<file path="src/rtl/tdpt_pkg.sv">
// Shared types and constants for the trial-division prime tester.
// No dependencies; used by tdpt_divider and trial_division_prime_test.
`default_nettype none

package tdpt_pkg;

    // Width of the candidate and echo ports.
    localparam int CAND_BITS = 32;

    // Default number of candidate bits taken into the test.
    localparam int DEFAULT_VALUE_BITS = 32;

    // Status of the serial divider as seen by the controller.
    typedef struct packed {
        logic busy;
        logic done;
    } t_div_stat;

endpackage

`default_nettype wire

</file>
<file path="src/rtl/tdpt_divider.sv">
// Bit-serial restoring divider: one quotient bit per cycle.
// Depends on tdpt_pkg for the status struct.
`default_nettype none

module tdpt_divider #(
    parameter int NB = 32
) (
    input  wire logic                 i_clk,
    input  wire logic                 i_rst_n,
    input  wire logic                 i_start,
    input  wire logic [NB-1:0]        i_dividend,
    input  wire logic [NB-1:0]        i_divisor,
    output tdpt_pkg::t_div_stat       o_stat,
    output logic      [NB-1:0]        o_quotient,
    output logic      [NB-1:0]        o_remainder
);

    localparam int CW = $clog2(NB + 1);

    logic          r_busy;
    logic          r_done;
    logic [CW-1:0] r_cnt;
    logic [NB-1:0] r_quo;
    logic [NB-1:0] r_rem;
    logic [NB-1:0] r_dvs;

    logic [NB:0]   trial;
    logic [NB:0]   diff;
    logic          fits;

    // Bring down the next dividend bit and try the subtract.
    assign trial = {r_rem, r_quo[NB-1]};
    assign diff  = trial - {1'b0, r_dvs};
    assign fits  = !diff[NB];

    always_ff @(posedge i_clk) begin
        if (!i_rst_n) begin
            r_busy <= 1'b0;
            r_done <= 1'b0;
            r_cnt  <= '0;
        end else begin
            r_done <= 1'b0;
            if (r_busy) begin
                r_rem <= fits ? diff[NB-1:0] : trial[NB-1:0];
                r_quo <= {r_quo[NB-2:0], fits};
                r_cnt <= r_cnt - CW'(1);
                if (r_cnt == CW'(1)) begin
                    r_busy <= 1'b0;
                    r_done <= 1'b1;
                end
            end else if (i_start) begin
                r_quo  <= i_dividend;
                r_rem  <= '0;
                r_dvs  <= i_divisor;
                r_cnt  <= CW'(NB);
                r_busy <= 1'b1;
            end
        end
    end

    assign o_stat.busy  = r_busy;
    assign o_stat.done  = r_done;
    assign o_quotient   = r_quo;
    assign o_remainder  = r_rem;

    a_done_idle: assert property (@(posedge i_clk) disable iff (!i_rst_n)
        r_done |-> !r_busy)
        else $error("divider done while busy");

    a_cnt_live: assert property (@(posedge i_clk) disable iff (!i_rst_n)
        r_busy |-> r_cnt != '0)
        else $error("divider busy with zero count");

    a_rem_range: assert property (@(posedge i_clk) disable iff (!i_rst_n)
        (r_done && r_dvs != '0) |-> r_rem < r_dvs)
        else $error("remainder not below divisor");

    a_done_pulse: assert property (@(posedge i_clk) disable iff (!i_rst_n)
        r_done |=> !r_done)
        else $error("done held longer than one cycle");

endmodule

`default_nettype wire

</file>
<file path="config.mk">
export PLATFORM = sky130hd
export DESIGN_NAME = tdpt_divider
export DESIGN_NICKNAME = d
export VERILOG_FILES = /design/src/rtl/tdpt_pkg.sv /design/src/rtl/tdpt_divider.sv
export SDC_FILE = /design/constraint.sdc
export NUM_CORES = 1
export LEC_CHECK = 0
export CAP_MARGIN = 20
export CORE_MARGIN = 3
export CORE_UTILIZATION = 35
export CTS_CLUSTER_DIAMETER = 100
export DETAILED_ROUTE_END_ITERATION = 16
export DONT_BUFFER_PORTS = 1
export PLACE_DENSITY_LB_ADDON = 0.25
export SKIP_CTS_REPAIR_TIMING = 1
export SYNTH_ARGS = -nofsm -noshare
export SYNTH_HDL_FRONTEND = slang
export SYNTH_SLANG_ARGS = --single-unit
</file>
<file path="constraint.sdc">
create_clock -name i_clk -period 7.6 [get_ports i_clk]
set_input_delay 0.38 -clock i_clk [delete_from_list [all_inputs] [get_ports i_clk]]
set_output_delay 0.38 -clock i_clk [all_outputs]
set_load 0.01 [all_outputs]
</file>
==> run metrics <==
critical-path cell list inv_1, ha_1, fa_1, nand2b_1, a211oi_1, nor2_1, a21oi_2, o31ai_2, a211oi_4, o31a_1, nor2_1, a211oi_1; routed vias roughly 4400; I/O pins 133; antenna violations before repair 2; pin count of the biggest net entering global routing 45; DRC Markers 0; Int Pwr ~1.1 mW; Die Y ~140 µm; Peak VDD IR between 100 and 150 µV; Psw about 0.45 mW; register area share after synthesis 0.499; n_diodes 0; Post-Layout Cell Count slightly below 800; CP endpoint kind register; setup slack after layout between 3 and 4 ns; Critical Path AT around 4.6 ns; fin crit share 0.580; Netlist cell types a little under 60; worst setup path category reg -> reg; max-cap viol count 0; min cycle time layout 4.41 ns; number of global-route vias before repair approximately 4400; Clk pin slew, worst setup/hold paths 0.08 ns; core area 0.0168 mm²; Worst slew margin 0.262; Fillers 1669; CP Launch Type register; PwrDens 228 mW/mm²; post-synthesis register bit count 104; area of the multi-input gates about 0.0028 mm²; dpl cell area approximately 0.0063 mm²; area leader, netlist edfxtp_1; num rows between 40 and 50; RePlAce Congestion 0.858; Post-Syn Instances between 500 and 600; f_max around 230 MHz; commonest non-fill, non-tap cell in the layout edfxtp_1; Max FO, Critical Path 29; final setup TNS 0 ns; routed wire length 14800 µm; Synth Net Count between 600 and 700; unrepaired setup endpoints after global routing no; layout cells sized above 1 0.114; Worst EP required around 8 ns; DP HPWL between 10000 and 15000 µm; synth top area cells edfxtp_1, ha_1, mux2_2; Logic pwr share 0.194; number of I/O port buffers 0; clock power share 0.326; Post-layout nets between 600 and 700; Placed Cells between 700 and 800; Main synth FF type edfxtp_1; Hold Path Class in -> reg; status finished, final reports clean; Hold Vio Cnt, Final 0; Syn Area/Cell roughly 11 µm²; H-tree levels 3; Setup-failing EPs final 0; synthesized area roughly 0.0061 mm²; final instance area ~0.0066 mm²; Antenna Violating Nets Remaining 0; Synth Warn # 0; Pleak roughly 2.5 nW; initial drt markers just over 200; switching share of power 0.297; Die Wd ~140 µm; Place WS 3.25 ns; Yosys top cell area share 0.473; Post-synth ARST share 0; vias per inst ~5.5; Area Growth Syn to Fin 8.67%; CTS Root Cell clkbuf_16; Clock Tree Buf Depth 2; Reg area 0.00304 mm²; Post-synth EDFFs 96; Max Slew Vio Count 0; CTS Buf Count 9; per-cell routed wire length about 19 µm; grt ovf 0; global-route wire length before repair between 20000 and 25000 µm; DRT Pass-1 Iters 5; clock skew around 0.013 ns; Finished Core Util 0.394; Worst-Skew Late Latency approximately 0.36 ns; Worst-Margin Slew 1.11 ns; die area ~0.019 mm²; sequential power share 0.481; Worst path max stage delay just over 0.9 ns; All-Layer GR Usage 0.158; CP max stage cell o31a_1; CTS Sinks about 100; initial core utilization 0.362; most frequent cells in the layout edfxtp_1, a21oi_1, inv_1, o21ai_0, nand2_1; CTS tree yes
## power by group through the flow
stage / combinational (mW) / sequential (mW) / clock (mW)
floorplan: 0.240 / 0.720 / 0
detailed placement: 0.292 / 0.739 / 0
global route: 0.330 / 0.732 / 0.532
global placement: 0.284 / 0.739 / 0
CTS: 0.293 / 0.727 / 0.512
finish: 0.292 / 0.725 / 0.491
## kinds of logic (layout without fill, tap and decap cells)
logic type,count (synthesis),in the layout,synth area share
DFF,104,104,0.499
AOI/OAI and AO/OA,163,163,0.163
and+or+nand+nor,145,145,0.118
muxes,34,34,0.0622
xor gates and xnor gates,25,25,0.0359
adders and majority gates,35,35,0.0731
buffers and inverters,71,65,0.0483
## synth_stat cells, drive strengths merged (8+ instances only)
master	n
o21ai	45
a21oi	64
xor2	9
xnor2	16
a21o	10
mux2	31
nand2	35
edfxtp	96
ha	34
clkbuf	19
nor3	8
buf	8
dfxtp	8
nor2	30
a211oi	9
nand3	28
inv	43
## final cells by class
class | count | share of cell area
multi-input cells | 402 | 0.418
clock inverters | 7 | 0.0127
clock buffers | 9 | 0.0340
inverters | 44 | 0.0249
well taps | 220 | 0.0416
repair buffers | 5 | 0.00869
flip-flops and latches | 104 | 0.460
## per-stage QoR
stage          hold WS, ns  power [mW]
2_1_floorplan        0.456       0.960
3_3_place_gp         0.468        1.02
3_5_place_dp         0.479        1.03
4_1_cts             0.0904        1.53
5_1_grt             0.0913        1.59
6_report             0.112        1.51
## registers in the layout, summed over array words and instances, names as in the netlist
signal       cells
r_cnt            6
o_remainder     32
r_dvs           32
r_done           1
o_quotient      32
r_busy           1
## path summary, 6_finish.rpt
path,to,startpoint,slack (ns),cells after the start
worst min-delay path,r_dvs[24]$_DFFE_PP_,i_divisor[24],0.11,0
worst max register to register,o_remainder[0]$_SDFFCE_PN0P_,o_quotient[31]$_DFFE_PP_,3.19,12
worst max-delay path,o_remainder[0]$_SDFFCE_PN0P_,o_quotient[31]$_DFFE_PP_,3.19,12
worst min register to register,r_cnt[4]$_SDFFE_PN0N_,r_cnt[4]$_SDFFE_PN0N_,0.51,2
## critical path, delay by kind of cell (launching register included)
family          cells  cell delay (ns)
compound gates      6             2.43
simple gates        3             0.65
fa+ha+maj           2             0.61
flops               1             0.47
buf+inv             1             0.07
## layer usage
metal  routed length [µm]  vias to the layer above  global-route usage
li1                     -                     2109                   -
met5                   17                        -                   0
met4                  240                        4              0.0505
met3                 1470                       28              0.0718
met2                 6850                      172               0.250
met1                 6230                     2043               0.194
Power figures use the tool's default switching activity.
